===== config.mk =====
export PLATFORM = sky130hd
export DESIGN_NAME = fctex_world
export DESIGN_NICKNAME = d
export VERILOG_FILES = /design/src/rtl/fctex_pkg.sv /design/src/rtl/fctex_world.sv
export SDC_FILE = /design/constraint.sdc
export NUM_CORES = 2
export LEC_CHECK = 0
export BUFFER_PORTS_ARGS = -buffer_cell sky130_fd_sc_hd__buf_4
export CELL_PAD_IN_SITES_DETAIL_PLACEMENT = 1
export CELL_PAD_IN_SITES_GLOBAL_PLACEMENT = 1
export CORE_ASPECT_RATIO = 0.5
export CORE_MARGIN = 2
export CORE_UTILIZATION = 40
export CTS_CLUSTER_DIAMETER = 80
export DETAILED_ROUTE_END_ITERATION = 10
export PLACE_DENSITY = 0.69
export SLEW_MARGIN = 20
export SYNTH_ARGS = -nofsm -noshare
export SYNTH_HDL_FRONTEND = slang
export SYNTH_SLANG_ARGS = --single-unit

===== constraint.sdc =====
create_clock -name i_clk -period 8.05 [get_ports i_clk]
set_input_delay 0.805 -clock i_clk [delete_from_list [all_inputs] [get_ports i_clk]]
set_output_delay 0.805 -clock i_clk [all_outputs]
set_load 0.005 [all_outputs]

===== src/rtl/fctex_pkg.sv =====
// shared types, constants and helper functions of the floor texel address unit
package fctex_pkg;

    localparam int COORD_BITS = 12;

    localparam int ROW_W     = 12;
    localparam int TRIG_W    = 16;
    localparam int TRIG_FRAC = 14;
    localparam int POS_W     = 24;
    localparam int FRAC_BITS = 8;
    localparam int EYE_W     = 11;
    localparam int HB_W      = 16;
    localparam int PD_W      = 16;
    localparam int HOR_W     = 12;
    localparam int TEX_W     = 13;
    localparam int CFG_IDX_W = 3;
    localparam int CFG_DAT_W = 16;

    localparam int DEN_W     = 14;
    localparam int DDIV_W    = DEN_W - 1;
    localparam int PROD_W    = HB_W + PD_W;
    localparam int DIST_W    = 24;
    localparam int HI_SHIFT  = DIST_W - FRAC_BITS;
    localparam int HI_W      = PROD_W - HI_SHIFT;

    localparam int MDIV_W    = COORD_BITS + 1;
    localparam int REM_W     = (DDIV_W > MDIV_W) ? DDIV_W : MDIV_W;
    localparam int STEPS     = 4;
    localparam int DIV_STG   = (DIST_W + STEPS - 1) / STEPS;

    localparam int MAC_W     = DIST_W + 1 + TRIG_W;
    localparam int Q_SHIFT   = TRIG_FRAC + FRAC_BITS;
    localparam int FL_W      = MAC_W - Q_SHIFT;
    localparam int MOD_STG   = (FL_W + STEPS - 1) / STEPS;
    localparam int MAG_W     = MOD_STG * STEPS;
    localparam int TEX_LIM   = 1 << COORD_BITS;

    localparam logic [HB_W-1:0]  HB_RST  = 16'd32;
    localparam logic [PD_W-1:0]  PD_RST  = 16'd277;
    localparam logic [HOR_W-1:0] HOR_RST = 12'd240;
    localparam logic [TEX_W-1:0] TEX_RST = 13'd64;

    typedef enum logic [CFG_IDX_W-1:0] {
        CFG_HALF_BLOCK = 3'd0,
        CFG_PROJ_DIST  = 3'd1,
        CFG_HORIZON    = 3'd2,
        CFG_TEX_WIDTH  = 3'd3,
        CFG_TEX_HEIGHT = 3'd4
    } t_cfg_idx;

    typedef struct packed {
        logic [HB_W-1:0]  half_block;
        logic [PD_W-1:0]  projection_distance;
        logic [HOR_W-1:0] horizon_offset;
        logic [TEX_W-1:0] texture_width;
        logic [TEX_W-1:0] texture_height;
    } t_cfg;

    typedef struct packed {
        logic [ROW_W-1:0] row;
        logic [ROW_W-1:0] col;
    } t_rc;

    typedef struct packed {
        t_rc  rc;
        logic ok;
    } t_meta;

    typedef struct packed {
        logic [TRIG_W-1:0] cosine;
        logic [TRIG_W-1:0] sine;
        logic [POS_W-1:0]  px;
        logic [POS_W-1:0]  py;
    } t_ray;

    typedef struct packed {
        t_meta meta;
        t_ray  ray;
    } t_side;

    // restoring divider working set: quotient bits shift in where dividend bits leave
    typedef struct packed {
        logic              sat;
        logic [REM_W-1:0]  rem;
        logic [DIST_W-1:0] nq;
        logic [REM_W-1:0]  dvs;
    } t_divw;

    typedef struct packed {
        logic             neg;
        logic [REM_W-1:0] rem;
        logic [MAG_W-1:0] mag;
    } t_modw;

    // one restoring step: {quotient bit, new remainder}
    function automatic logic [REM_W:0] fn_rstep(input logic [REM_W-1:0] rem,
                                                input logic             din,
                                                input logic [REM_W-1:0] dvs);
        logic [REM_W:0] t;
        logic [REM_W:0] d;
        t = {rem, din};
        d = {1'b0, dvs};
        if (t >= d) begin
            t = t - d;
            return {1'b1, t[REM_W-1:0]};
        end
        return {1'b0, t[REM_W-1:0]};
    endfunction

    // zero acts as one, anything above the coordinate range is clamped
    function automatic logic [MDIV_W-1:0] fn_clamp_size(input logic [TEX_W-1:0] size);
        logic [31:0] s;
        s = 32'(size);
        if (s == 32'd0) begin
            s = 32'd1;
        end else if (s > 32'(TEX_LIM)) begin
            s = 32'(TEX_LIM);
        end
        return s[MDIV_W-1:0];
    endfunction

endpackage


===== src/rtl/fctex_world.sv =====
// world point: distance times direction plus position, floored to integer (two stages)
module fctex_world (
    input  logic                                 i_clk,
    input  logic                                 i_rst_n,
    input  logic                                 i_valid,
    output logic                                 o_ready,
    input  fctex_pkg::t_side                     i_side,
    input  logic [fctex_pkg::DIST_W-1:0]         i_dist,
    output logic                                 o_valid,
    input  logic                                 i_ready,
    output fctex_pkg::t_meta                     o_meta,
    output logic signed [fctex_pkg::FL_W-1:0]    o_fx,
    output logic signed [fctex_pkg::FL_W-1:0]    o_fy
);
    localparam int MW  = fctex_pkg::MAC_W;
    localparam int PW  = fctex_pkg::POS_W;
    localparam int TF  = fctex_pkg::TRIG_FRAC;
    localparam int QS  = fctex_pkg::Q_SHIFT;
    localparam int PAD = MW - PW - TF;

    logic                 r_c_v;
    fctex_pkg::t_meta     r_c_meta;
    logic [PW-1:0]        r_c_px;
    logic [PW-1:0]        r_c_py;
    logic signed [MW-1:0] r_c_mx;
    logic signed [MW-1:0] r_c_my;
    logic                 r_d_v;
    fctex_pkg::t_meta     r_d_meta;
    logic signed [MW-QS-1:0] r_d_fx;
    logic signed [MW-QS-1:0] r_d_fy;

    logic                 w_rdy_c;
    logic                 w_rdy_d;
    logic signed [MW-1:0] n_mx;
    logic signed [MW-1:0] n_my;
    logic signed [MW-1:0] w_pxs;
    logic signed [MW-1:0] w_pys;
    logic signed [MW-1:0] n_wx;
    logic signed [MW-1:0] n_wy;

    assign w_rdy_d = !r_d_v || i_ready;
    assign w_rdy_c = !r_c_v || w_rdy_d;
    assign o_ready = w_rdy_c;

    assign n_mx = $signed({1'b0, i_dist}) * $signed(i_side.ray.cosine);
    assign n_my = $signed({1'b0, i_dist}) * $signed(i_side.ray.sine);

    assign w_pxs = $signed({{PAD{1'b0}}, r_c_px, {TF{1'b0}}});
    assign w_pys = $signed({{PAD{1'b0}}, r_c_py, {TF{1'b0}}});
    assign n_wx  = r_c_mx + w_pxs;
    assign n_wy  = r_c_my + w_pys;

    always_ff @(posedge i_clk) begin
        if (!i_rst_n) begin
            r_c_v <= 1'b0;
            r_d_v <= 1'b0;
        end else begin
            if (w_rdy_c) begin
                r_c_v <= i_valid;
            end
            if (w_rdy_d) begin
                r_d_v <= r_c_v;
            end
        end
    end

    always_ff @(posedge i_clk) begin
        if (w_rdy_c && i_valid) begin
            r_c_meta <= i_side.meta;
            r_c_px   <= i_side.ray.px;
            r_c_py   <= i_side.ray.py;
            r_c_mx   <= n_mx;
            r_c_my   <= n_my;
        end
        // upper bits of a two's complement value are its floor
        if (w_rdy_d && r_c_v) begin
            r_d_meta <= r_c_meta;
            r_d_fx   <= n_wx[MW-1:QS];
            r_d_fy   <= n_wy[MW-1:QS];
        end
    end

    assign o_valid = r_d_v;
    assign o_meta  = r_d_meta;
    assign o_fx    = r_d_fx;
    assign o_fy    = r_d_fy;
endmodule


==> flow_summary.ini <==
[run_status]
status = finished, final reports clean

[placed_design]
dpl.cell_count = 4470
port_buffers = 197
dp_hpwl_um = 72100
gp_congestion = 0.899

[critical_path]
crit_arrival_ns = 7.04
crit_path_max_fanout = 11
crit_top_cell = fa_1
worstPathRequired_ns = 8.30
startpoint_type = input pin
crit_path_start = i_side[63]
critPathKind = in2reg
path_cells = buf_4 -> inv_1 -> buf_4 -> nor2_1 -> fa_1 -> fa_1 -> fa_1 -> fa_1 -> fa_1 -> inv_1 -> fa_1 -> inv_1 -> ha_1 -> nand4_1 -> nor4_1 -> nand3_1 -> a21oi_1 -> nor3_1 -> a31oi_1 -> o21a_1 -> nor2_1 -> xnor2_1
rr_startpoint = r_c_py[1]
max_stage_delay_ns = 0.52
cp-end-kind = register
cp_slowest_cell = fa_1

[floorplanning]
rows = 73
fp.dieW_um = 406
initial_core_util = 0.406
pin_count = 198
dieArea_um2 = 83300
core-area_um2 = 79700
die_h_um = 205

[drt]
viasPerCell = 5.12
wirelength_um = 95100
drc = 0
wl_per_cell_um = 21.1
num_vias = 23063
first_pass_iters = 5
drtIter0Drc = 1281
detail-route-antenna-nets = 0

[timing]
max_freq_ghz = 0.147
worst_pin_slew_ns = 1.04
finalCritPeriodShare = 0.843
timing.setup.tns_ns = 0
rsz0062_at_grt = false
slew_headroom = 0.304
finalHoldViolations = 0
fin_skew_ns = 0.0109
maxSlewViolCount = 0
timing.hold.ws_ns = 0.418
min_period_ns = 6.79
setup_viol = 0

[synth]
yosys_warnings = 0
synth_top_area_frac = 0.378
synth_top_cell_by_area = fa_1
synth-seq-cells = 192
netlist_instances = 3321
synth-seq-area-share = 0.178
mappedNetlistNets = 4380
async_flop_share = 0
synth_top_flop_cell = edfxtp_1
syn_avg_cell_area_um2 = 9.74
yosysUniqueCellTypes = 65
netlist_area_um2 = 32300
synth_area_leaders = fa_1 38%, edfxtp_1 18%, ha_1 12%, inv_1 9.1%, and2_1 6.3%
synth-edff-count = 190

[clocking]
post_cts_buffers = 0
clk_latency_ns = 0.45
h-tree-depth = 4
post_cts_resized = 0
cts_root_buf = clkbuf_16
ctsHoldBuffers = 0
cts_tree = built
cts_made_buffers = 17
clockBufferDepth = 2
clk_pin_slew_ns = 0.07
cts.sinks = 192

[layout]
synthToLayoutAreaGrowth_pct = 9.04
drive_above_1_share = 0.0741
nFillCells = 9055
nNetsFinal = 4461
postLayoutCoreUtil = 0.442
fin_cells = 4503

[run]
cap_violations = 0

[grt]
grt_pass1_wl_um = 150000
grt_pass1_vias = 25834
grt_max_degree = 82
antenna_found_initial = 2
grt-ovfl-total = 0
track_usage = 0.236

[hold_path]
min_path_type = reg2reg
hp-start = r_c_meta[2]
path summary, 6_finish.rpt:
kind | endpoint | slack [ns] | cells after the start
worst max-delay path | r_c_my[36] | 1.26 | 22
worst min-delay path | o_meta[2] | 0.42 | 0
worst max register to register | o_fy[18] | 5.10 | 10
worst min register to register | o_meta[2] | 0.42 | 0
synth_stat cells (3+ instances only):
| cell type | n |
|---|---|
| clkbuf_2 | 3 |
| and3_1 | 13 |
| a31oi_1 | 10 |
| nor2b_1 | 12 |
| a211oi_1 | 9 |
| nor3_1 | 19 |
| a31o_2 | 3 |
| ha_1 | 316 |
| a21oi_1 | 69 |
| a21o_1 | 39 |
| nand4_1 | 18 |
| xor2_1 | 25 |
| and4_1 | 4 |
| o21ai_0 | 39 |
| xnor2_1 | 54 |
| or2_2 | 3 |
| clkbuf_1 | 135 |
| o21bai_1 | 8 |
| nor4_1 | 3 |
| edfxtp_1 | 190 |
| o21a_1 | 16 |
| o211ai_1 | 4 |
| nand2b_1 | 23 |
| inv_1 | 783 |
| fa_1 | 610 |
| buf_2 | 5 |
| and2_1 | 325 |
| nor2_1 | 88 |
| nand3_1 | 14 |
| nand2_1 | 438 |
kinds of logic after synthesis:
kind of cell,count (synthesis),synth area share
and+or+nand+nor,967,0.146
AOI/OAI and AO/OA,231,0.0472
xor gates and xnor gates,79,0.0214
DFF,192,0.178
adders and majority gates,926,0.500
buffers and inverters,926,0.108
cell usage in the layout (no fill, tap or decap), drive strengths merged, types with 9 or more instances in the layout:
cell    instances
buf           205
a31oi          10
clkbuf         19
nand4          18
xor2           25
fa            610
edfxtp        190
xnor2          54
a21o           40
and2          325
inv           789
nor3           20
a211oi          9
nand3          14
o21a           16
nor2b          12
a21oi          70
ha            316
nand2b         23
o21ai          42
and3           13
nand2         438
nor2           88
final cells by class:
cell class	count	area (um2)	area share
Multi-Input combinational cell	2203	23100	0.656
Sequential cell	192	5750	0.163
Inverter	783	2940	0.0834
Timing Repair Buffer	205	1540	0.0436
Tap cell	1087	1360	0.0386
Clock buffer	19	433	0.0123
Clock inverter	13	125	0.00355
Antenna cell	1	2.50	0.0000710
worst max-delay path, delay by kind of cell:
family	cells	cell delay [ns]
XOR/XNOR	1	0.24
AO/OA/AOI/OAI	3	0.70
adder cells (fa/ha/maj)	7	3.30
AND/OR/NAND/NOR	6	0.98
buffers and inverters	5	0.96
metal layers:
metal | share of wire | vias to the layer above | track usage
li1 | - | 10175 | -
met1 | 0.45 | 12118 | 0.327
met2 | 0.47 | 649 | 0.393
met3 | 0.060 | 121 | 0.0322
met4 | 0.020 | 0 | 0.0556
met5 | 0 | - | 0
state kept, by name, indices dropped and copies added, names as in the netlist:
signal    count
o_meta       25
r_c_py       24
r_c_v         1
r_c_mx       27
o_valid       1
o_fy         19
r_c_my       27
r_c_px       24
r_c_meta     25
o_fx         19
metrics by stage:
stage / setup WS, ns / instance area (um2)
after global routing: 0.961 / 35300
after detailed placement: 0.827 / 34700
after CTS: 1.31 / 35300
after floorplan: 1.54 / 32300
after global placement: 0.995 / 34700
final: 1.26 / 35300
Power is not shown: default switching activity piles up to over one toggle a cycle in this logic, so the estimate is an artifact.
