File: config.mk
export PLATFORM = sky130hd
export DESIGN_NAME = fctex_div
export DESIGN_NICKNAME = d
export VERILOG_FILES = /design/src/rtl/fctex_pkg.sv /design/src/rtl/fctex_div.sv
export SDC_FILE = /design/constraint.sdc
export NUM_CORES = 2
export LEC_CHECK = 0
export BUFFER_PORTS_ARGS = -buffer_cell sky130_fd_sc_hd__buf_2
export CAP_MARGIN = 15
export CORE_AREA = 3 3 394 474
export DETAILED_ROUTE_END_ITERATION = 8
export DIE_AREA = 0 0 397 477
export HOLD_SLACK_MARGIN = 0.02
export PLACE_DENSITY = 0.47
export SYNTH_ARGS = -nofsm -noshare
export SYNTH_HDL_FRONTEND = slang
export SYNTH_SLANG_ARGS = --single-unit
File: constraint.sdc
create_clock -name i_clk -period 14.3 [get_ports i_clk]
set_input_delay 0 -clock i_clk [delete_from_list [all_inputs] [get_ports i_clk]]
set_output_delay 0 -clock i_clk [all_outputs]
set_load 0.02 [all_outputs]
File: src/rtl/fctex_pkg.sv
// shared types, constants and helper functions of the floor texel address unit
package fctex_pkg;

    localparam int COORD_BITS = 12;

    localparam int ROW_W     = 12;
    localparam int TRIG_W    = 16;
    localparam int TRIG_FRAC = 14;
    localparam int POS_W     = 24;
    localparam int FRAC_BITS = 8;
    localparam int EYE_W     = 11;
    localparam int HB_W      = 16;
    localparam int PD_W      = 16;
    localparam int HOR_W     = 12;
    localparam int TEX_W     = 13;
    localparam int CFG_IDX_W = 3;
    localparam int CFG_DAT_W = 16;

    localparam int DEN_W     = 14;
    localparam int DDIV_W    = DEN_W - 1;
    localparam int PROD_W    = HB_W + PD_W;
    localparam int DIST_W    = 24;
    localparam int HI_SHIFT  = DIST_W - FRAC_BITS;
    localparam int HI_W      = PROD_W - HI_SHIFT;

    localparam int MDIV_W    = COORD_BITS + 1;
    localparam int REM_W     = (DDIV_W > MDIV_W) ? DDIV_W : MDIV_W;
    localparam int STEPS     = 4;
    localparam int DIV_STG   = (DIST_W + STEPS - 1) / STEPS;

    localparam int MAC_W     = DIST_W + 1 + TRIG_W;
    localparam int Q_SHIFT   = TRIG_FRAC + FRAC_BITS;
    localparam int FL_W      = MAC_W - Q_SHIFT;
    localparam int MOD_STG   = (FL_W + STEPS - 1) / STEPS;
    localparam int MAG_W     = MOD_STG * STEPS;
    localparam int TEX_LIM   = 1 << COORD_BITS;

    localparam logic [HB_W-1:0]  HB_RST  = 16'd32;
    localparam logic [PD_W-1:0]  PD_RST  = 16'd277;
    localparam logic [HOR_W-1:0] HOR_RST = 12'd240;
    localparam logic [TEX_W-1:0] TEX_RST = 13'd64;

    typedef enum logic [CFG_IDX_W-1:0] {
        CFG_HALF_BLOCK = 3'd0,
        CFG_PROJ_DIST  = 3'd1,
        CFG_HORIZON    = 3'd2,
        CFG_TEX_WIDTH  = 3'd3,
        CFG_TEX_HEIGHT = 3'd4
    } t_cfg_idx;

    typedef struct packed {
        logic [HB_W-1:0]  half_block;
        logic [PD_W-1:0]  projection_distance;
        logic [HOR_W-1:0] horizon_offset;
        logic [TEX_W-1:0] texture_width;
        logic [TEX_W-1:0] texture_height;
    } t_cfg;

    typedef struct packed {
        logic [ROW_W-1:0] row;
        logic [ROW_W-1:0] col;
    } t_rc;

    typedef struct packed {
        t_rc  rc;
        logic ok;
    } t_meta;

    typedef struct packed {
        logic [TRIG_W-1:0] cosine;
        logic [TRIG_W-1:0] sine;
        logic [POS_W-1:0]  px;
        logic [POS_W-1:0]  py;
    } t_ray;

    typedef struct packed {
        t_meta meta;
        t_ray  ray;
    } t_side;

    // restoring divider working set: quotient bits shift in where dividend bits leave
    typedef struct packed {
        logic              sat;
        logic [REM_W-1:0]  rem;
        logic [DIST_W-1:0] nq;
        logic [REM_W-1:0]  dvs;
    } t_divw;

    typedef struct packed {
        logic             neg;
        logic [REM_W-1:0] rem;
        logic [MAG_W-1:0] mag;
    } t_modw;

    // one restoring step: {quotient bit, new remainder}
    function automatic logic [REM_W:0] fn_rstep(input logic [REM_W-1:0] rem,
                                                input logic             din,
                                                input logic [REM_W-1:0] dvs);
        logic [REM_W:0] t;
        logic [REM_W:0] d;
        t = {rem, din};
        d = {1'b0, dvs};
        if (t >= d) begin
            t = t - d;
            return {1'b1, t[REM_W-1:0]};
        end
        return {1'b0, t[REM_W-1:0]};
    endfunction

    // zero acts as one, anything above the coordinate range is clamped
    function automatic logic [MDIV_W-1:0] fn_clamp_size(input logic [TEX_W-1:0] size);
        logic [31:0] s;
        s = 32'(size);
        if (s == 32'd0) begin
            s = 32'd1;
        end else if (s > 32'(TEX_LIM)) begin
            s = 32'(TEX_LIM);
        end
        return s[MDIV_W-1:0];
    endfunction

endpackage

File: src/rtl/fctex_div.sv
// pipelined restoring divider, four quotient bits per stage, saturating output
module fctex_div (
    input  logic                              i_clk,
    input  logic                              i_rst_n,
    input  logic                              i_valid,
    output logic                              o_ready,
    input  fctex_pkg::t_side                  i_side,
    input  fctex_pkg::t_divw                  i_divw,
    output logic                              o_valid,
    input  logic                              i_ready,
    output fctex_pkg::t_side                  o_side,
    output logic [fctex_pkg::DIST_W-1:0]      o_dist
);
    localparam int NS = fctex_pkg::DIV_STG;
    localparam int NB = fctex_pkg::STEPS;
    localparam int RW = fctex_pkg::REM_W;
    localparam int QW = fctex_pkg::DIST_W;

    logic [NS-1:0]     r_v;
    fctex_pkg::t_side  r_side [NS];
    fctex_pkg::t_divw  r_w    [NS];

    logic [NS:0]       w_rdy;
    logic [NS-1:0]     w_v_src;
    fctex_pkg::t_side  w_s_src [NS];
    fctex_pkg::t_divw  w_w_src [NS];
    fctex_pkg::t_divw  n_w     [NS];

    assign w_v_src    = {r_v[NS-2:0], i_valid};
    assign w_s_src[0] = i_side;
    assign w_w_src[0] = i_divw;
    for (genvar k = 1; k < NS; k++) begin : g_src
        assign w_s_src[k] = r_side[k-1];
        assign w_w_src[k] = r_w[k-1];
    end

    always_comb begin
        w_rdy[NS] = i_ready;
        for (int k = NS - 1; k >= 0; k--) begin
            w_rdy[k] = !r_v[k] || w_rdy[k+1];
        end
    end
    assign o_ready = w_rdy[0];

    always_comb begin
        fctex_pkg::t_divw cur;
        logic [RW:0]      st;
        for (int k = 0; k < NS; k++) begin
            cur = w_w_src[k];
            for (int j = 0; j < NB; j++) begin
                st      = fctex_pkg::fn_rstep(cur.rem, cur.nq[QW-1], cur.dvs);
                cur.rem = st[RW-1:0];
                cur.nq  = {cur.nq[QW-2:0], st[RW]};
            end
            n_w[k] = cur;
        end
    end

    always_ff @(posedge i_clk) begin
        if (!i_rst_n) begin
            r_v <= '0;
        end else begin
            for (int k = 0; k < NS; k++) begin
                if (w_rdy[k]) begin
                    r_v[k] <= w_v_src[k];
                end
            end
        end
    end

    always_ff @(posedge i_clk) begin
        for (int k = 0; k < NS; k++) begin
            if (w_rdy[k] && w_v_src[k]) begin
                r_side[k] <= w_s_src[k];
                r_w[k]    <= n_w[k];
            end
        end
    end

    assign o_valid = r_v[NS-1];
    assign o_side  = r_side[NS-1];
    assign o_dist  = r_w[NS-1].sat ? {QW{1'b1}} : r_w[NS-1].nq;
endmodule

==> metrics list <==
- The wire-length estimate of the detail-placed layout is 86.6 mm.
- After technology mapping, the gate count stands at 3405.
- Capture point of the critical path: r_w[2][43]$_DFFE_PP_
* Die X-Extent: 397 um
- Of all nets on the critical path, the largest fanout is 15.
* Achievable clock frequency: 0.0885 GHz
- Most frequent cells in the layout: 910 x sky130_fd_sc_hd__edfxtp_1, 312 x sky130_fd_sc_hd__ha_1, 291 x sky130_fd_sc_hd__dlygate4sd3_1
- Area enclosed by the die boundary: 0.189 mm2
- For this run, asynchronously set or reset flops after synthesis account for 0%.
- Leaving out fill and tap cells, the most frequent cell in the layout is sky130_fd_sc_hd__edfxtp_1.
* Final estimated routing congestion in global placement: 0.852
- At the end of the flow, the number of nets in the layout was 4561.
* Number of nets still failing antenna checks after routing: 0
* Delay contributed by the slowest stage of the critical path: 0.72 ns
* Number of violations reported at the end of detailed-routing iteration 0: 1816
* Io pins: 291
- For this run, design rule violations remaining after detail routing come to 0.
- The synthesized design contains 910 enable-type register cells.
- The core region is 0.183 mm2.
* Tightest Pin Transition: 1.12 ns
- Htree depth: 3
- Routed vias/inst: 4.50
- Max Cap Viol: 0
- During placement, the flow inserted port buffers numbering 290.
* Wire length per cell: 18.2 um
- Tcrit/Tclk final: 79.0%
- The Yosys step of the flow raised 0 warnings.
- Area leader, netlist: sky130_fd_sc_hd__edfxtp_1
* Endpoint kind of the worst setup timing path: flop
- Slew headroom: 25.2%
- Wire length of the first global-routing pass: 181 mm
* Post-synth top area share: 60.0%
* Global-route usage over all layers: 12.4%
- From synthesis to final layout, the design area changed by 23.9%.
- Flop-to-flop setup slack: 3.00 ns
- The flow ran to the end, and the final reports show no timing, DRC or antenna violations.
* Pin count of the biggest net entering global routing: 104
- Initial core utilization: 24.9%
- For this run, the detailed router's first-pass iteration total came to 5.
- Subtracting the final worst setup slack from the clock period gives 11.30 ns.
- Crit-path slowest cell: sky130_fd_sc_hd__o31ai_2
* Clock Tree Buf Depth: 3
- R2R Path End: r_w[2][43]$_DFFE_PP_
- Share of cells above drive strength 1: 16.1%
- Number of buffers added by the clock tree synthesis step: 103
- The via count of the first global-routing pass was 29.8k.
* Post-synthesis cell area: 0.0456 mm2
* Number of placement rows: 172
- Vias after detailed routing: 29.7k
* TritonCTS Sinks: 916
* Pins Over Slew Limit: 0
- Leading cell types by total area after synthesis: sky130_fd_sc_hd__edfxtp_1 60%, sky130_fd_sc_hd__ha_1 8.6%, sky130_fd_sc_hd__mux2_2 2.6%
* Path type of the worst setup path: reg -> reg
* Start point of the critical path: r_w[1][1]$_DFFE_PP_
- For the final routed database, the setup TNS stands at 0 ns.
- Unrepaired setup endpoints after global routing: no
- Clock tree from TritonCTS: built
- The worst setup path is launched from a flop.
- Post-synthesis area per instance: 13.4 um2
- Required arrival time at the worst endpoint: 14.78 ns
* Worst clock skew on the final layout: 0.0645 ns
* Clock Latency Late Sink: 0.75 ns
- In this run the worst hold path is classified as in -> reg.
- After global routing the overflow that remains totals 0.
* R2R Path Start: r_w[1][1]$_DFFE_PP_
- Clock root buffer: sky130_fd_sc_hd__clkbuf_16
- Distinct cell type count after synthesis: 101
- Final-report hold violation count: 0
* Worst path arrival time: 11.77 ns
- Number of antenna violations at the first check in global routing: 21
- Commonest register cell after synthesis: sky130_fd_sc_hd__edfxtp_1
- Clock-pin slew was measured on the worst setup and hold paths at 0.06 ns.
* Routed wire length: 120 mm
- Final setup violation count: 0
- Post-CTS repair changed the size of 0 cells.
* Seq/Total Area, Yosys: 60.2%
- Synthesized netlist net count: 3900
* Length in cells of the worst reg-to-reg path: 37
- From bottom edge to top edge, the die measures 477 um.
- Counting flops and latches in the post-synthesis netlist gives 916.
[synth_stat cells, types with 13 or more instances]
cell / instances
sky130_fd_sc_hd__nand2_1: 155
sky130_fd_sc_hd__o211ai_1: 17
sky130_fd_sc_hd__a21oi_1: 195
sky130_fd_sc_hd__or3_1: 22
sky130_fd_sc_hd__nand3_1: 60
sky130_fd_sc_hd__a21o_1: 77
sky130_fd_sc_hd__o21ai_0: 150
sky130_fd_sc_hd__ha_1: 312
sky130_fd_sc_hd__nand2b_1: 48
sky130_fd_sc_hd__inv_1: 196
sky130_fd_sc_hd__mux2i_1: 44
sky130_fd_sc_hd__nand4_1: 46
sky130_fd_sc_hd__buf_2: 13
sky130_fd_sc_hd__a211oi_1: 28
sky130_fd_sc_hd__nor2b_1: 54
sky130_fd_sc_hd__o21a_1: 59
sky130_fd_sc_hd__nor3_1: 73
sky130_fd_sc_hd__or2_2: 33
sky130_fd_sc_hd__mux2_2: 105
sky130_fd_sc_hd__a31oi_1: 23
sky130_fd_sc_hd__fa_1: 23
sky130_fd_sc_hd__o221ai_1: 17
sky130_fd_sc_hd__a221o_1: 23
sky130_fd_sc_hd__a21boi_0: 16
sky130_fd_sc_hd__and3_1: 40
sky130_fd_sc_hd__o31ai_1: 16
sky130_fd_sc_hd__nor2_1: 182
sky130_fd_sc_hd__clkbuf_1: 28
sky130_fd_sc_hd__xor2_1: 73
sky130_fd_sc_hd__edfxtp_1: 910
sky130_fd_sc_hd__xnor2_1: 133
[through the flow]
stage	area, um2	cells	setup slack, ns	hold slack [ns]	util (%)
floorplan	45600	3405	1.10	0.0989	-
global placement	50100	6105	2.80	0.176	27.4
detailed placement	50100	6105	2.87	0.178	27.4
CTS	56400	6586	2.92	0.0286	30.9
global route	56400	6592	2.07	0.0649	30.9
finish	56500	6599	3.00	0.117	30.9
[cells by family (layout without fill, tap and decap cells)]
kind of cell,Yosys count,after routing,synth area share (%)
flip-flops,916,916,60.2
AND/OR/NAND/NOR,777,777,8.66
AO/OA/AOI/OAI,760,760,11.5
adder cells (fa/ha/maj),335,335,9.58
buffers and inverters,255,1001,2.27
XOR/XNOR,206,206,3.96
multiplexers,156,156,3.79
other,0,12,0
[metal layers]
layer  up-vias  global-route usage (%)  share of wire (%)
li1      14410                       -                  -
met1     14382                    17.0                 47
met2       711                    19.8                 45
met3       164                    2.58                5.5
met4         6                    3.23                2.0
met5         -                       0              0.034
[how the worst min path moves through the flow]
stage	from	endpoint	slack (ns)	cells past startpoint
after floorplan	i_side[0]	r_side[0][0]$_DFFE_PP_	0.1	0
after global placement	i_side[69]	r_side[0][69]$_DFFE_PP_	0.18	1
after detailed placement	i_side[92]	r_side[0][92]$_DFFE_PP_	0.18	1
after CTS	i_valid	r_v[0]$_SDFFE_PN0N_	0.03	4
after global routing	i_divw[0]	r_w[0][0]$_DFFE_PP_	0.06	2
final	i_divw[0]	r_w[0][0]$_DFFE_PP_	0.12	2
[area by class of cell]
type	instances	area [um2]
clock inverters	65	743
fillers	18378	126000
clock buffers	125	2680
repair buffers	607	4600
multi-input cells	2234	17100
diodes	12	30.0
well taps	2436	3050
flip-flops and latches	916	27400
inverters	204	766
[state kept, by name (all words and copies together) (netlist names)]
register and flops:
r_v 6, r_w 280, r_side 630
[timing repair]
item                                   CTS  global route
endpoints found under the hold margin  163             0
hold buffers                           291             0
setup buffers                            0             0
[worst max-delay path: cells and delay by family (launching register included)]
family	cells	cell delay (ns)
adders and majority gates	4	1.50
buffers and inverters	6	1.46
DFF	1	0.58
AOI/OAI and AO/OA	17	4.84
muxes	2	0.75
and+or+nand+nor	8	1.89
Power is not shown: default switching activity piles up to over one toggle a cycle in this logic, so the estimate is an artifact.
