**config.mk**
```make
export PLATFORM = sky130hd
export DESIGN_NAME = fctex_front
export DESIGN_NICKNAME = d
export VERILOG_FILES = /design/src/rtl/fctex_pkg.sv /design/src/rtl/fctex_front.sv
export SDC_FILE = /design/constraint.sdc
export NUM_CORES = 1
export LEC_CHECK = 0
export BUFFER_PORTS_ARGS = -buffer_cell sky130_fd_sc_hd__buf_2
export CAP_MARGIN = 20
export CORE_MARGIN = 8
export CORE_UTILIZATION = 40
export CTS_CLUSTER_DIAMETER = 30
export DETAILED_ROUTE_END_ITERATION = 12
export PLACE_DENSITY = 0.73
export SLEW_MARGIN = 40
export SYNTH_ARGS = -nofsm -noshare
export SYNTH_HDL_FRONTEND = slang
export SYNTH_SLANG_ARGS = --single-unit
```
**constraint.sdc**
```tcl
create_clock -name i_clk -period 10.8 [get_ports i_clk]
set_input_delay 3.24 -clock i_clk [delete_from_list [all_inputs] [get_ports i_clk]]
set_output_delay 3.24 -clock i_clk [all_outputs]
set_load 0.005 [all_outputs]
```
**src/rtl/fctex_pkg.sv**
```systemverilog
// shared types, constants and helper functions of the floor texel address unit
package fctex_pkg;

    localparam int COORD_BITS = 12;

    localparam int ROW_W     = 12;
    localparam int TRIG_W    = 16;
    localparam int TRIG_FRAC = 14;
    localparam int POS_W     = 24;
    localparam int FRAC_BITS = 8;
    localparam int EYE_W     = 11;
    localparam int HB_W      = 16;
    localparam int PD_W      = 16;
    localparam int HOR_W     = 12;
    localparam int TEX_W     = 13;
    localparam int CFG_IDX_W = 3;
    localparam int CFG_DAT_W = 16;

    localparam int DEN_W     = 14;
    localparam int DDIV_W    = DEN_W - 1;
    localparam int PROD_W    = HB_W + PD_W;
    localparam int DIST_W    = 24;
    localparam int HI_SHIFT  = DIST_W - FRAC_BITS;
    localparam int HI_W      = PROD_W - HI_SHIFT;

    localparam int MDIV_W    = COORD_BITS + 1;
    localparam int REM_W     = (DDIV_W > MDIV_W) ? DDIV_W : MDIV_W;
    localparam int STEPS     = 4;
    localparam int DIV_STG   = (DIST_W + STEPS - 1) / STEPS;

    localparam int MAC_W     = DIST_W + 1 + TRIG_W;
    localparam int Q_SHIFT   = TRIG_FRAC + FRAC_BITS;
    localparam int FL_W      = MAC_W - Q_SHIFT;
    localparam int MOD_STG   = (FL_W + STEPS - 1) / STEPS;
    localparam int MAG_W     = MOD_STG * STEPS;
    localparam int TEX_LIM   = 1 << COORD_BITS;

    localparam logic [HB_W-1:0]  HB_RST  = 16'd32;
    localparam logic [PD_W-1:0]  PD_RST  = 16'd277;
    localparam logic [HOR_W-1:0] HOR_RST = 12'd240;
    localparam logic [TEX_W-1:0] TEX_RST = 13'd64;

    typedef enum logic [CFG_IDX_W-1:0] {
        CFG_HALF_BLOCK = 3'd0,
        CFG_PROJ_DIST  = 3'd1,
        CFG_HORIZON    = 3'd2,
        CFG_TEX_WIDTH  = 3'd3,
        CFG_TEX_HEIGHT = 3'd4
    } t_cfg_idx;

    typedef struct packed {
        logic [HB_W-1:0]  half_block;
        logic [PD_W-1:0]  projection_distance;
        logic [HOR_W-1:0] horizon_offset;
        logic [TEX_W-1:0] texture_width;
        logic [TEX_W-1:0] texture_height;
    } t_cfg;

    typedef struct packed {
        logic [ROW_W-1:0] row;
        logic [ROW_W-1:0] col;
    } t_rc;

    typedef struct packed {
        t_rc  rc;
        logic ok;
    } t_meta;

    typedef struct packed {
        logic [TRIG_W-1:0] cosine;
        logic [TRIG_W-1:0] sine;
        logic [POS_W-1:0]  px;
        logic [POS_W-1:0]  py;
    } t_ray;

    typedef struct packed {
        t_meta meta;
        t_ray  ray;
    } t_side;

    // restoring divider working set: quotient bits shift in where dividend bits leave
    typedef struct packed {
        logic              sat;
        logic [REM_W-1:0]  rem;
        logic [DIST_W-1:0] nq;
        logic [REM_W-1:0]  dvs;
    } t_divw;

    typedef struct packed {
        logic             neg;
        logic [REM_W-1:0] rem;
        logic [MAG_W-1:0] mag;
    } t_modw;

    // one restoring step: {quotient bit, new remainder}
    function automatic logic [REM_W:0] fn_rstep(input logic [REM_W-1:0] rem,
                                                input logic             din,
                                                input logic [REM_W-1:0] dvs);
        logic [REM_W:0] t;
        logic [REM_W:0] d;
        t = {rem, din};
        d = {1'b0, dvs};
        if (t >= d) begin
            t = t - d;
            return {1'b1, t[REM_W-1:0]};
        end
        return {1'b0, t[REM_W-1:0]};
    endfunction

    // zero acts as one, anything above the coordinate range is clamped
    function automatic logic [MDIV_W-1:0] fn_clamp_size(input logic [TEX_W-1:0] size);
        logic [31:0] s;
        s = 32'(size);
        if (s == 32'd0) begin
            s = 32'd1;
        end else if (s > 32'(TEX_LIM)) begin
            s = 32'(TEX_LIM);
        end
        return s[MDIV_W-1:0];
    endfunction

endpackage

```
**src/rtl/fctex_front.sv**
```systemverilog
// denominator, numerator product and divider setup (two stages)
module fctex_front (
    input  logic                                i_clk,
    input  logic                                i_rst_n,
    input  fctex_pkg::t_cfg                     i_cfg,
    input  logic                                i_valid,
    output logic                                o_ready,
    input  fctex_pkg::t_side                    i_side,
    input  logic signed [fctex_pkg::EYE_W-1:0]  i_eye,
    output logic                                o_valid,
    input  logic                                i_ready,
    output fctex_pkg::t_side                    o_side,
    output fctex_pkg::t_divw                    o_divw
);
    localparam int DW = fctex_pkg::DEN_W;
    localparam int RW = fctex_pkg::REM_W;
    localparam int HW = fctex_pkg::HI_W;
    localparam int PW = fctex_pkg::PROD_W;
    localparam int SH = fctex_pkg::HI_SHIFT;
    localparam int FB = fctex_pkg::FRAC_BITS;
    localparam int DD = fctex_pkg::DDIV_W;

    logic                   r_a_v;
    fctex_pkg::t_side       r_a_side;
    logic signed [DW-1:0]   r_a_den;
    logic [PW-1:0]          r_a_prod;
    logic                   r_b_v;
    fctex_pkg::t_side       r_b_side;
    fctex_pkg::t_divw       r_b_w;

    logic                   w_rdy_a;
    logic                   w_rdy_b;
    logic signed [DW-1:0]   w_row_s;
    logic signed [DW-1:0]   w_eye_s;
    logic signed [DW-1:0]   w_hor_s;
    logic signed [DW-1:0]   n_den;
    logic [PW-1:0]          n_prod;
    logic [HW-1:0]          w_hi;
    logic [HW-1:0]          w_den_z;
    logic                   n_ok;
    fctex_pkg::t_divw       n_w;
    fctex_pkg::t_side       n_side;

    assign w_rdy_b = !r_b_v || i_ready;
    assign w_rdy_a = !r_a_v || w_rdy_b;
    assign o_ready = w_rdy_a;

    assign w_row_s = $signed(DW'(i_side.meta.rc.row));
    assign w_eye_s = DW'(i_eye);
    assign w_hor_s = $signed(DW'(i_cfg.horizon_offset));
    assign n_den   = w_row_s - w_eye_s - w_hor_s;
    assign n_prod  = i_cfg.half_block * i_cfg.projection_distance;

    // quotient overflows 24 bits exactly when the top product half reaches the divisor
    assign w_hi    = r_a_prod[PW-1:SH];
    assign w_den_z = HW'(r_a_den[DD-1:0]);
    assign n_ok    = r_a_den > 0;

    always_comb begin
        n_w.sat = w_hi >= w_den_z;
        n_w.rem = RW'(w_hi);
        n_w.nq  = {r_a_prod[SH-1:0], {FB{1'b0}}};
        n_w.dvs = RW'(r_a_den[DD-1:0]);
    end

    always_comb begin
        n_side         = r_a_side;
        n_side.meta.ok = n_ok;
    end

    always_ff @(posedge i_clk) begin
        if (!i_rst_n) begin
            r_a_v <= 1'b0;
            r_b_v <= 1'b0;
        end else begin
            if (w_rdy_a) begin
                r_a_v <= i_valid;
            end
            if (w_rdy_b) begin
                r_b_v <= r_a_v;
            end
        end
    end

    always_ff @(posedge i_clk) begin
        if (w_rdy_a && i_valid) begin
            r_a_side <= i_side;
            r_a_den  <= n_den;
            r_a_prod <= n_prod;
        end
        if (w_rdy_b && r_a_v) begin
            r_b_side <= n_side;
            r_b_w    <= n_w;
        end
    end

    assign o_valid = r_b_v;
    assign o_side  = r_b_side;
    assign o_divw  = r_b_w;
endmodule

```
==> results.sh <==
export IMPL_run_status="finished, final reports clean"
export IMPL_cts_hold_buf=0
export IMPL_syn_cell_area_sq_mm=0.0189
export IMPL_grt_max_degree=68
export IMPL_cts_root_buf="clkbuf_16"
export IMPL_start_kind="input pin"
export IMPL_coreArea_sq_mm=0.0467
export IMPL_ys_seq_elements=300
export IMPL_synth_edf_count=298
export IMPL_first_pass_iters=5
export IMPL_pin_count=348
export IMPL_multi_input_area_sq_mm=0.00872
export IMPL_num_vias=12000
export IMPL_reg2reg_from="o_valid$_SDFFE_PN0P_"
export IMPL_cp_data_required_time_ns=11.09
export IMPL_rows=79
export IMPL_slew_viol_final=0
export IMPL_reg2reg_setup_slack_ns=8.47
export IMPL_worstSetupEndpointType="register"
export IMPL_routed_wl_mm=43.9
export IMPL_synth_distinct_cells=57
export IMPL_die_area_sq_mm=0.0546
export IMPL_postSynthAreaPerCell_sq_um=12.8
export IMPL_power_density_mw_per_mm2=307
export IMPL_drt_iter0_drc=809
export IMPL_yosysSeqAreaShare_pct=47.4
export IMPL_path_class="in2reg"
export IMPL_tns_ns=0
export IMPL_rsz0062_at_grt="no"
export IMPL_die_h_um=234
export IMPL_insertion_delay_ns=0.54
export IMPL_worstMarginPinSlew_ns=0.734
export IMPL_power_leakage_uw=0.0101
export IMPL_synth_cells=1475
export IMPL_seqCellArea_sq_mm=0.00899
export IMPL_numCtsBuffers=47
export IMPL_yosys_warnings=0
export IMPL_min_path_cells=0
export IMPL_grt_remaining_overflow=0
export IMPL_cts_buffer_depth=3
export IMPL_cts_htree_levels=2
export IMPL_grt_pass1_wl_mm=67.5
export IMPL_drcViolationCount=0
export IMPL_drv_cap=0
export IMPL_dpl_hpwl_mm=33.8
export IMPL_grt_pass1_vias=12500
export IMPL_min_to="o_side[67]$_DFFE_PP_"
export IMPL_port_buffers=312
export IMPL_grt_antenna_before_repair=7
export IMPL_r2r_end="o_divw[32]$_DFFE_PP_"
export IMPL_hold_viol_final=0
export IMPL_ant_nets=0
export IMPL_gp_congestion=0.876
export IMPL_hold_path_startpoint="n_side[67]$_DFFE_PP_"
export IMPL_fp_dieW_um=234
export IMPL_period_minus_slack_ns=8.67
export IMPL_cts_resized_gates=0
export IMPL_hp_class="reg2reg"
export IMPL_postCtsSetupBuffers=0
export IMPL_arrival_ns=8.96
export IMPL_min_period_over_period_pct=80.3
export IMPL_cp_max_fo=16
export IMPL_synth_ff_type="edfxtp_1"
export IMPL_ir_drop_mv=0.396
export IMPL_fill_cells=4069
export IMPL_clk_pin_slew_ns=0.05
export IMPL_cts_tree="done"
export IMPL_start_util_pct=40.6
export IMPL_worstRegToRegCells=5
export IMPL_grt_total_usage_pct=15.8
export IMPL_utilization_pct=48.6
export IMPL_viasPerCell=4.91
export IMPL_drive_above_1_share_pct=22.6
export IMPL_slew_headroom_pct=51.0
export IMPL_nets=2330
export IMPL_area_growth_pct=19.6
export IMPL_synthArstFlopShare_pct=0
export IMPL_cts_sink_count=300
export IMPL_skew_ns=0.0167
export IMPL_fmax_ghz=0.115
export IMPL_wl_per_cell_um=17.9
export IMPL_setup_viol=0
[placed cells by master, fill, tap and decap left out, types with 5 or more instances in the layout]
master | netlist | layout
ha_1 | 132 | 132
o21ai_0 | 21 | 21
and2_1 | 119 | 118
xor2_1 | 11 | 11
o21bai_1 | 5 | 5
nor2_1 | 19 | 19
o21a_1 | 9 | 9
a21o_1 | 12 | 12
a21oi_1 | 38 | 38
clkinvlp_4 | 0 | 10
nand2_1 | 163 | 163
fa_1 | 206 | 206
conb_1 | 1 | 8
buf_2 | 2 | 312
nor2b_1 | 9 | 8
clkbuf_16 | 0 | 48
nand3_1 | 5 | 5
xnor2_1 | 30 | 30
inv_6 | 0 | 6
edfxtp_1 | 298 | 298
nor3_1 | 8 | 8
clkinv_4 | 0 | 7
clkinv_2 | 0 | 7
a31oi_1 | 8 | 8
inv_1 | 277 | 277
[cell families after synthesis]
logic type / after synthesis / synth area share (%)
compound gates: 126 / 4.44
other cells: 1 / 0.0198
fa+ha+maj: 338 / 30.5
simple gates: 345 / 8.98
flops: 300 / 47.4
xor+xnor: 41 / 1.89
buf+inv: 324 / 6.75
[flip-flops by register name, indices dropped and copies added, names as in the netlist]
| register | cells |
|---|---|
| n_side | 104 |
| o_divw | 43 |
| o_side | 105 |
| o_valid | 1 |
| r_a_den | 14 |
| r_a_prod | 32 |
| r_a_v | 1 |
[how the worst max path moves through the flow]
stage               from                endpoint  slack [ns]  cells after the start
5_1_grt        i_cfg[39]  r_a_prod[28]$_DFFE_PP_        1.93                     19
2_1_floorplan    i_ready     o_divw[0]$_DFFE_PP_        0.27                      2
3_5_place_dp   i_cfg[39]  r_a_prod[28]$_DFFE_PP_        1.59                     19
4_1_cts        i_cfg[39]  r_a_prod[28]$_DFFE_PP_        2.16                     19
3_3_place_gp   i_cfg[39]  r_a_prod[28]$_DFFE_PP_        1.68                     19
6_report       i_cfg[39]  r_a_prod[28]$_DFFE_PP_        2.13                     19
[where the power goes]
group / leakage (uW) / total (uW) / switching [uW] / internal, uW
sequential: 0.00287 / 1680 / 54.4 / 1620
combinational: 0.00656 / 3900 / 2330 / 1570
clock: 0.000715 / 1390 / 554 / 832
[critical path, cell delays in order]
cell and delay [ns]:
buf_2 0.36, nand2_1 0.14, fa_1 0.53, fa_1 0.61
fa_1 0.45, fa_1 0.54, inv_1 0.05, fa_1 0.47
inv_1 0.05, fa_1 0.49, inv_1 0.05, ha_1 0.33
and2_2 0.19, nand4_1 0.11, a21oi_1 0.41, o21ai_1 0.25
o21ai_0 0.37, a31oi_1 0.16, xnor2_1 0.14
[through the flow]
stage                     std cells  total power [uW]  instance area, sq um  setup slack [ns]  hold slack, ns
after floorplan                1482              4760                 19000             0.266           0.400
after global placement         2358              5490                 21100              1.68           0.400
after detailed placement       2360              5590                 21100              1.59           0.405
after CTS                      2447              7020                 22600              2.16           0.413
after global routing           2448              7550                 22700              1.93           0.419
final                          2450              6960                 22700              2.13           0.412
[per-layer routing]
| metal | share of wire, % | GRT usage (%) |
|---|---|---|
| met2 | 49 | 27.0 |
| met5 | 0.15 | 0 |
| met1 | 40 | 19.6 |
| met4 | 3.0 | 5.68 |
| met3 | 8.0 | 3.28 |
[area by class of cell]
class,instances,area share [%]
inverter,277,4.59
clock inverter,38,1.38
clock buffer,49,5.32
antenna,3,0.0331
tap,607,3.35
multi-input combinational,858,38.5
timing repair buffer,318,7.19
sequential,300,39.7
[synthesized netlist by cell type (all sizes together), types with 5 or more instances]
library cell | n | area, sq um
a21o | 14 | 108
a21oi | 41 | 216
a31oi | 8 | 50.1
and2 | 120 | 752
buf | 10 | 70.1
clkbuf | 37 | 170
edfxtp | 298 | 8950
fa | 206 | 4120
ha | 132 | 1650
inv | 277 | 1040
nand2 | 163 | 612
nand3 | 5 | 25.0
nor2 | 19 | 71.3
nor2b | 9 | 56.3
nor3 | 8 | 40.0
o21a | 9 | 67.6
o21ai | 24 | 124
o21bai | 5 | 37.5
xnor2 | 30 | 263
xor2 | 11 | 96.3
No activity file was read; power rests on OpenSTA's default activity.
