==> src/rtl/fctex_pkg.sv <==
// shared types, constants and helper functions of the floor texel address unit
package fctex_pkg;

    localparam int COORD_BITS = 12;

    localparam int ROW_W     = 12;
    localparam int TRIG_W    = 16;
    localparam int TRIG_FRAC = 14;
    localparam int POS_W     = 24;
    localparam int FRAC_BITS = 8;
    localparam int EYE_W     = 11;
    localparam int HB_W      = 16;
    localparam int PD_W      = 16;
    localparam int HOR_W     = 12;
    localparam int TEX_W     = 13;
    localparam int CFG_IDX_W = 3;
    localparam int CFG_DAT_W = 16;

    localparam int DEN_W     = 14;
    localparam int DDIV_W    = DEN_W - 1;
    localparam int PROD_W    = HB_W + PD_W;
    localparam int DIST_W    = 24;
    localparam int HI_SHIFT  = DIST_W - FRAC_BITS;
    localparam int HI_W      = PROD_W - HI_SHIFT;

    localparam int MDIV_W    = COORD_BITS + 1;
    localparam int REM_W     = (DDIV_W > MDIV_W) ? DDIV_W : MDIV_W;
    localparam int STEPS     = 4;
    localparam int DIV_STG   = (DIST_W + STEPS - 1) / STEPS;

    localparam int MAC_W     = DIST_W + 1 + TRIG_W;
    localparam int Q_SHIFT   = TRIG_FRAC + FRAC_BITS;
    localparam int FL_W      = MAC_W - Q_SHIFT;
    localparam int MOD_STG   = (FL_W + STEPS - 1) / STEPS;
    localparam int MAG_W     = MOD_STG * STEPS;
    localparam int TEX_LIM   = 1 << COORD_BITS;

    localparam logic [HB_W-1:0]  HB_RST  = 16'd32;
    localparam logic [PD_W-1:0]  PD_RST  = 16'd277;
    localparam logic [HOR_W-1:0] HOR_RST = 12'd240;
    localparam logic [TEX_W-1:0] TEX_RST = 13'd64;

    typedef enum logic [CFG_IDX_W-1:0] {
        CFG_HALF_BLOCK = 3'd0,
        CFG_PROJ_DIST  = 3'd1,
        CFG_HORIZON    = 3'd2,
        CFG_TEX_WIDTH  = 3'd3,
        CFG_TEX_HEIGHT = 3'd4
    } t_cfg_idx;

    typedef struct packed {
        logic [HB_W-1:0]  half_block;
        logic [PD_W-1:0]  projection_distance;
        logic [HOR_W-1:0] horizon_offset;
        logic [TEX_W-1:0] texture_width;
        logic [TEX_W-1:0] texture_height;
    } t_cfg;

    typedef struct packed {
        logic [ROW_W-1:0] row;
        logic [ROW_W-1:0] col;
    } t_rc;

    typedef struct packed {
        t_rc  rc;
        logic ok;
    } t_meta;

    typedef struct packed {
        logic [TRIG_W-1:0] cosine;
        logic [TRIG_W-1:0] sine;
        logic [POS_W-1:0]  px;
        logic [POS_W-1:0]  py;
    } t_ray;

    typedef struct packed {
        t_meta meta;
        t_ray  ray;
    } t_side;

    // restoring divider working set: quotient bits shift in where dividend bits leave
    typedef struct packed {
        logic              sat;
        logic [REM_W-1:0]  rem;
        logic [DIST_W-1:0] nq;
        logic [REM_W-1:0]  dvs;
    } t_divw;

    typedef struct packed {
        logic             neg;
        logic [REM_W-1:0] rem;
        logic [MAG_W-1:0] mag;
    } t_modw;

    // one restoring step: {quotient bit, new remainder}
    function automatic logic [REM_W:0] fn_rstep(input logic [REM_W-1:0] rem,
                                                input logic             din,
                                                input logic [REM_W-1:0] dvs);
        logic [REM_W:0] t;
        logic [REM_W:0] d;
        t = {rem, din};
        d = {1'b0, dvs};
        if (t >= d) begin
            t = t - d;
            return {1'b1, t[REM_W-1:0]};
        end
        return {1'b0, t[REM_W-1:0]};
    endfunction

    // zero acts as one, anything above the coordinate range is clamped
    function automatic logic [MDIV_W-1:0] fn_clamp_size(input logic [TEX_W-1:0] size);
        logic [31:0] s;
        s = 32'(size);
        if (s == 32'd0) begin
            s = 32'd1;
        end else if (s > 32'(TEX_LIM)) begin
            s = 32'(TEX_LIM);
        end
        return s[MDIV_W-1:0];
    endfunction

endpackage

==> src/rtl/fctex_wrap.sv <==
// floored modulo of both coordinates by the texture size, pipelined restoring remainder
module fctex_wrap (
    input  logic                                 i_clk,
    input  logic                                 i_rst_n,
    input  fctex_pkg::t_cfg                      i_cfg,
    input  logic                                 i_valid,
    output logic                                 o_ready,
    input  fctex_pkg::t_meta                     i_meta,
    input  logic signed [fctex_pkg::FL_W-1:0]    i_fx,
    input  logic signed [fctex_pkg::FL_W-1:0]    i_fy,
    output logic                                 o_valid,
    input  logic                                 i_ready,
    output fctex_pkg::t_meta                     o_meta,
    output logic [fctex_pkg::COORD_BITS-1:0]     o_tx,
    output logic [fctex_pkg::COORD_BITS-1:0]     o_ty
);
    localparam int NM = fctex_pkg::MOD_STG;
    localparam int NS = NM + 2;
    localparam int NB = fctex_pkg::STEPS;
    localparam int RW = fctex_pkg::REM_W;
    localparam int GW = fctex_pkg::MAG_W;
    localparam int CB = fctex_pkg::COORD_BITS;

    logic [NS-1:0]     r_v;
    fctex_pkg::t_meta  r_meta [NS];
    fctex_pkg::t_modw  r_x    [NM+1];
    fctex_pkg::t_modw  r_y    [NM+1];
    logic [CB-1:0]     r_tx;
    logic [CB-1:0]     r_ty;

    logic [NS:0]       w_rdy;
    logic [NS-1:0]     w_v_src;
    fctex_pkg::t_meta  w_m_src [NS];
    fctex_pkg::t_modw  n_x     [NM+1];
    fctex_pkg::t_modw  n_y     [NM+1];
    logic [RW-1:0]     w_mx;
    logic [RW-1:0]     w_my;
    logic signed [GW-1:0] w_ex;
    logic signed [GW-1:0] w_ey;
    logic [RW-1:0]     w_rx;
    logic [RW-1:0]     w_ry;
    logic [CB-1:0]     n_tx;
    logic [CB-1:0]     n_ty;

    assign w_mx = RW'(fctex_pkg::fn_clamp_size(i_cfg.texture_width));
    assign w_my = RW'(fctex_pkg::fn_clamp_size(i_cfg.texture_height));

    assign w_v_src    = {r_v[NS-2:0], i_valid};
    assign w_m_src[0] = i_meta;
    for (genvar k = 1; k < NS; k++) begin : g_src
        assign w_m_src[k] = r_meta[k-1];
    end

    always_comb begin
        w_rdy[NS] = i_ready;
        for (int k = NS - 1; k >= 0; k--) begin
            w_rdy[k] = !r_v[k] || w_rdy[k+1];
        end
    end
    assign o_ready = w_rdy[0];

    // entry: sign and magnitude
    assign w_ex = GW'(i_fx);
    assign w_ey = GW'(i_fy);
    always_comb begin
        n_x[0].neg = i_fx < 0;
        n_x[0].rem = '0;
        n_x[0].mag = (i_fx < 0) ? GW'(-w_ex) : GW'(w_ex);
        n_y[0].neg = i_fy < 0;
        n_y[0].rem = '0;
        n_y[0].mag = (i_fy < 0) ? GW'(-w_ey) : GW'(w_ey);
    end

    always_comb begin
        fctex_pkg::t_modw cx;
        fctex_pkg::t_modw cy;
        logic [RW:0]      sx;
        logic [RW:0]      sy;
        for (int k = 1; k <= NM; k++) begin
            cx = r_x[k-1];
            cy = r_y[k-1];
            for (int j = 0; j < NB; j++) begin
                sx     = fctex_pkg::fn_rstep(cx.rem, cx.mag[GW-1], w_mx);
                cx.rem = sx[RW-1:0];
                cx.mag = {cx.mag[GW-2:0], 1'b0};
                sy     = fctex_pkg::fn_rstep(cy.rem, cy.mag[GW-1], w_my);
                cy.rem = sy[RW-1:0];
                cy.mag = {cy.mag[GW-2:0], 1'b0};
            end
            n_x[k] = cx;
            n_y[k] = cy;
        end
    end

    // negative value with a nonzero remainder folds back from the modulus
    assign w_rx = (r_x[NM].neg && r_x[NM].rem != '0) ? RW'(w_mx - r_x[NM].rem) : r_x[NM].rem;
    assign w_ry = (r_y[NM].neg && r_y[NM].rem != '0) ? RW'(w_my - r_y[NM].rem) : r_y[NM].rem;
    assign n_tx = r_meta[NS-2].ok ? w_rx[CB-1:0] : '0;
    assign n_ty = r_meta[NS-2].ok ? w_ry[CB-1:0] : '0;

    always_ff @(posedge i_clk) begin
        if (!i_rst_n) begin
            r_v <= '0;
        end else begin
            for (int k = 0; k < NS; k++) begin
                if (w_rdy[k]) begin
                    r_v[k] <= w_v_src[k];
                end
            end
        end
    end

    always_ff @(posedge i_clk) begin
        for (int k = 0; k < NS; k++) begin
            if (w_rdy[k] && w_v_src[k]) begin
                r_meta[k] <= w_m_src[k];
            end
        end
        for (int k = 0; k <= NM; k++) begin
            if (w_rdy[k] && w_v_src[k]) begin
                r_x[k] <= n_x[k];
                r_y[k] <= n_y[k];
            end
        end
        if (w_rdy[NS-1] && w_v_src[NS-1]) begin
            r_tx <= n_tx;
            r_ty <= n_ty;
        end
    end

    assign o_valid = r_v[NS-1];
    assign o_meta  = r_meta[NS-1];
    assign o_tx    = r_tx;
    assign o_ty    = r_ty;
endmodule
==> config.mk <==
export PLATFORM = sky130hd
export DESIGN_NAME = fctex_wrap
export DESIGN_NICKNAME = d
export VERILOG_FILES = /design/src/rtl/fctex_pkg.sv /design/src/rtl/fctex_wrap.sv
export SDC_FILE = /design/constraint.sdc
export NUM_CORES = 2
export LEC_CHECK = 0
export ABC_AREA = 1
export BUFFER_PORTS_ARGS = -buffer_cell sky130_fd_sc_hd__buf_2
export CORE_ASPECT_RATIO = 1.1
export CORE_MARGIN = 4
export CORE_UTILIZATION = 58
export CTS_CLUSTER_DIAMETER = 120
export DETAILED_ROUTE_END_ITERATION = 12
export PLACE_DENSITY = 0.79
export SETUP_SLACK_MARGIN = 0.15
export SYNTH_ARGS = -nofsm -noshare
export SYNTH_HDL_FRONTEND = slang
export SYNTH_SLANG_ARGS = --single-unit
==> constraint.sdc <==
create_clock -name i_clk -period 9.7 [get_ports i_clk]
set_input_delay 0 -clock i_clk [delete_from_list [all_inputs] [get_ports i_clk]]
set_output_delay 0 -clock i_clk [all_outputs]
set_load 0.1 [all_outputs]
==> metrics.md <==
| Metric | Value |
|---|---|
| Skew-Pair Late Insertion Delay | about 640 ps |
| Initial antenna violation count | 3 |
| Vias post-DR | ~44000 |
| Post-Route WL | 132000 um |
| Antenna Violating Nets Remaining | 0 |
| RR Startpoint | r_x[4][19] |
| Routed len/inst | ~17 um |
| Final setup fails | 0 |
| Die W | between 200 and 300 um |
| Worst Setup SP | i_cfg[11] |
| Core area | around 79000 sq um |
| Via-per-instance ratio | around 5.6 |
| TritonCTS Buffers | 50 |
| Most common cell on crit path | nand2_1 |
| Syn avg cell area | between 7 and 8 sq um |
| First-pass GRT wire length | approximately 210000 um |
| Synthesized cell area | between 40000 and 50000 sq um |
| GR Overflow Total | 0 |
| Slowest-stage cell, CP | dlygate4sd3_1 |
| Ports | 188 |
| Top cell type's share of synthesized area | 29.9% |
| Post-synth top area cell | edfxtp_1 |
| Reg clk slew, reported paths | 60 ps |
| Max-cap violations | 0 |
| Number of nets in the layout | 7354 |
| Slew @ Worst Pin | about 1200 ps |
| Initial Util | approximately three fifths |
| Die Area | around 85000 sq um |
| Chip height | ~300 um |
| DRC violations left | 0 |
| Endpoints failing hold | 0 |
| Setup Fix Bufs, Post-CTS | 0 |
| Outcome | complete, no violations |
| Worst hold start | i_meta[1] |
| Placed wire-length estimate | 99900 um |
| Area Overhead vs Synth | 14.2% |
| Initial DRC count | 3507 |
| Startpoint types | input pin |
| Site Rows | 108 |
| Number of enable flip-flop cells after synthesis | roughly 460 |
| RSZ-0062 raised after global routing | true |
| Max clock buf depth | 3 |
| Proportion of synthesized chip area in sequential cells | about 30% |
| Worst slew margin | around a fifth |
| Total negative slack | 0 ps |
| Total global-route track usage | a little over 30% |
| TritonRoute pass-1 iters | 8 |
| Vias in the first global route | approximately 42000 |
| Critical path's largest stage delay | about 530 ps |
| R2R cell count | 48 |
| Yosys cell types | 66 |
| Final slew viol count | 0 |
| Root Driver | clkbuf_16 |
| Clock tree sinks | between 400 and 500 |
| Port Buffer Count | ~140 |
| Period minus WS final | 8860 ps |
| Share of layout cells above drive strength 1 | between 10% and 20% |
| Yosys warning total | 0 |
| Largest net degree at the start of global routing | 70 |
| Crit path capture type | register |
| Worst Path Arrival | approximately 9200 ps |
| Fmax | roughly 110 MHz |
| Critical path fanouts, max | 18 |
| CTS tree | done |
| Class of the worst hold path | in -> reg |
| Async SR Flop Fraction | 0% |
| Synth top area cells | edfxtp_1 30%, nand2_1 15%, ha_1 14% |
| Req. time, crit path | 10080 ps |
| Worst setup path class | in -> reg |
| CTS H-Tree Depth | 2 |
| Crit share post-route | approximately 91% |
| Gate Count Post-Synth | between 6000 and 7000 |
| Main synth FF type | edfxtp_1 |
| Worst hold stages | 2 |
| Skew final | ~57 ps |
| Yosys reg bits | roughly 470 |
| Final GP Congestion | slightly below 1 |
[layer usage]
metal | wire (um) | global-route usage, %
met1 | 54800 | 38.2
met2 | 62500 | 52.6
met3 | 8920 | 3.63
met4 | 6290 | 12.6
met5 | 13 | 0
[per-stage QoR]
step                      worst slack (ps)  instance area (sq um)  hold WS, ps  utilization [%]  instances
after floorplan                        516                  46400         98.9                -       6146
after global placement                 672                  50300          177             63.6       7562
after detailed placement               546                  50300          182             63.6       7562
final                                  837                  52900         73.0             67.0       7742
after CTS                              544                  52900         39.0             66.9       7739
after global routing                   142                  52900         57.4             67.0       7739
[cells in the mapped netlist, types with 11 or more instances]
library cell,instances
a211oi_1,22
a21o_1,46
a21oi_1,443
a31oi_1,49
buf_2,37
buf_4,26
edfxtp_1,461
fa_1,40
ha_1,522
inv_1,753
inv_2,20
nand2_1,1798
nand2_2,32
nand3_1,330
nand3_2,29
nand3b_1,20
nand4_1,99
nor2_1,337
nor2_2,15
nor3_1,61
o2111ai_1,20
o21a_1,18
o21ai_0,287
o21ai_1,43
o21ai_2,16
o21bai_1,38
o221ai_1,11
or2_2,32
xnor2_1,205
xor2_1,210
[flip-flops by register name, indices dropped and copies added, names as in the netlist]
| register | flops |
|---|---|
| o_tx | 12 |
| o_ty | 12 |
| r_meta | 175 |
| r_v | 7 |
| r_x | 131 |
| r_y | 131 |
[critical path: cells and delay by family]
family,cells,cell delay [ps]
AND/OR/NAND/NOR,29,2830
buffers and inverters,13,2360
adder cells (fa/ha/maj),5,1690
AO/OA/AOI/OAI,12,2310
[placed cells by master (no fill, tap or decap), drive strengths merged, types with 3 or more instances in the layout]
| cell | count |
|---|---|
| nor2 | 355 |
| diode | 3 |
| bufinv | 8 |
| and2 | 9 |
| clkinv | 19 |
| buf | 454 |
| inv | 781 |
| nand4 | 102 |
| a31oi | 50 |
| or2 | 35 |
| clkbuf | 58 |
| clkinvlp | 3 |
| nand3b | 21 |
| edfxtp | 461 |
| o41ai | 6 |
| nor3 | 61 |
| nand3 | 365 |
| a21oi | 452 |
| nand2 | 1841 |
| o21a | 18 |
| mux2i | 3 |
| a21boi | 16 |
| o31ai | 5 |
| a211oi | 22 |
| ha | 522 |
| nor4 | 7 |
| nand2b | 3 |
| a21o | 46 |
| dlygate4sd3 | 86 |
| fa | 40 |
| o21ai | 346 |
| dfxtp | 7 |
| o21bai | 38 |
| xor2 | 211 |
| o2111ai | 20 |
| xnor2 | 205 |
| o221ai | 11 |
[timing repair]
| item | 4_1_cts | 5_1_grt |
|---|---|---|
| gates resized for setup | 0 | 8 |
| hold buffers | 86 | 0 |
| endpoints found under the setup margin | 0 | 52 |
| hold endpoints to repair | 74 | 0 |
[path summary, 6_finish.rpt]
path,to,slack [ps]
setup / recovery,r_y[3][30],840
hold / removal,r_meta[0][1],70
setup reg to reg,r_x[5][23],1530
hold reg to reg,r_meta[2][8],410
[kinds of logic (layout without fill, tap and decap cells)]
family                   Yosys count  count (layout)  synth area share [%]
buffers and inverters            861            1409                  7.47
adder cells (fa/ha/maj)          562             562                  15.8
other                              1               5               0.00809
multiplexers                       3               3                0.0648
flip-flops                       468             468                  30.2
AND/OR/NAND/NOR                 2800            2800                  25.9
AO/OA/AOI/OAI                   1034            1034                  12.7
XOR/XNOR                         416             416                  7.87
[cell type report]
type | instances | area [sq um]
well taps | 1045 | 1310
repair buffers | 540 | 3960
clock inverters | 33 | 488
inverters | 778 | 2930
multi-input cells | 4817 | 29000
flip-flops and latches | 468 | 14000
clock buffers | 58 | 1280
fillers | 6570 | 26100
diodes | 3 | 7.51
Power is not shown: default switching activity piles up to over one toggle a cycle in this logic, so the estimate is an artifact.
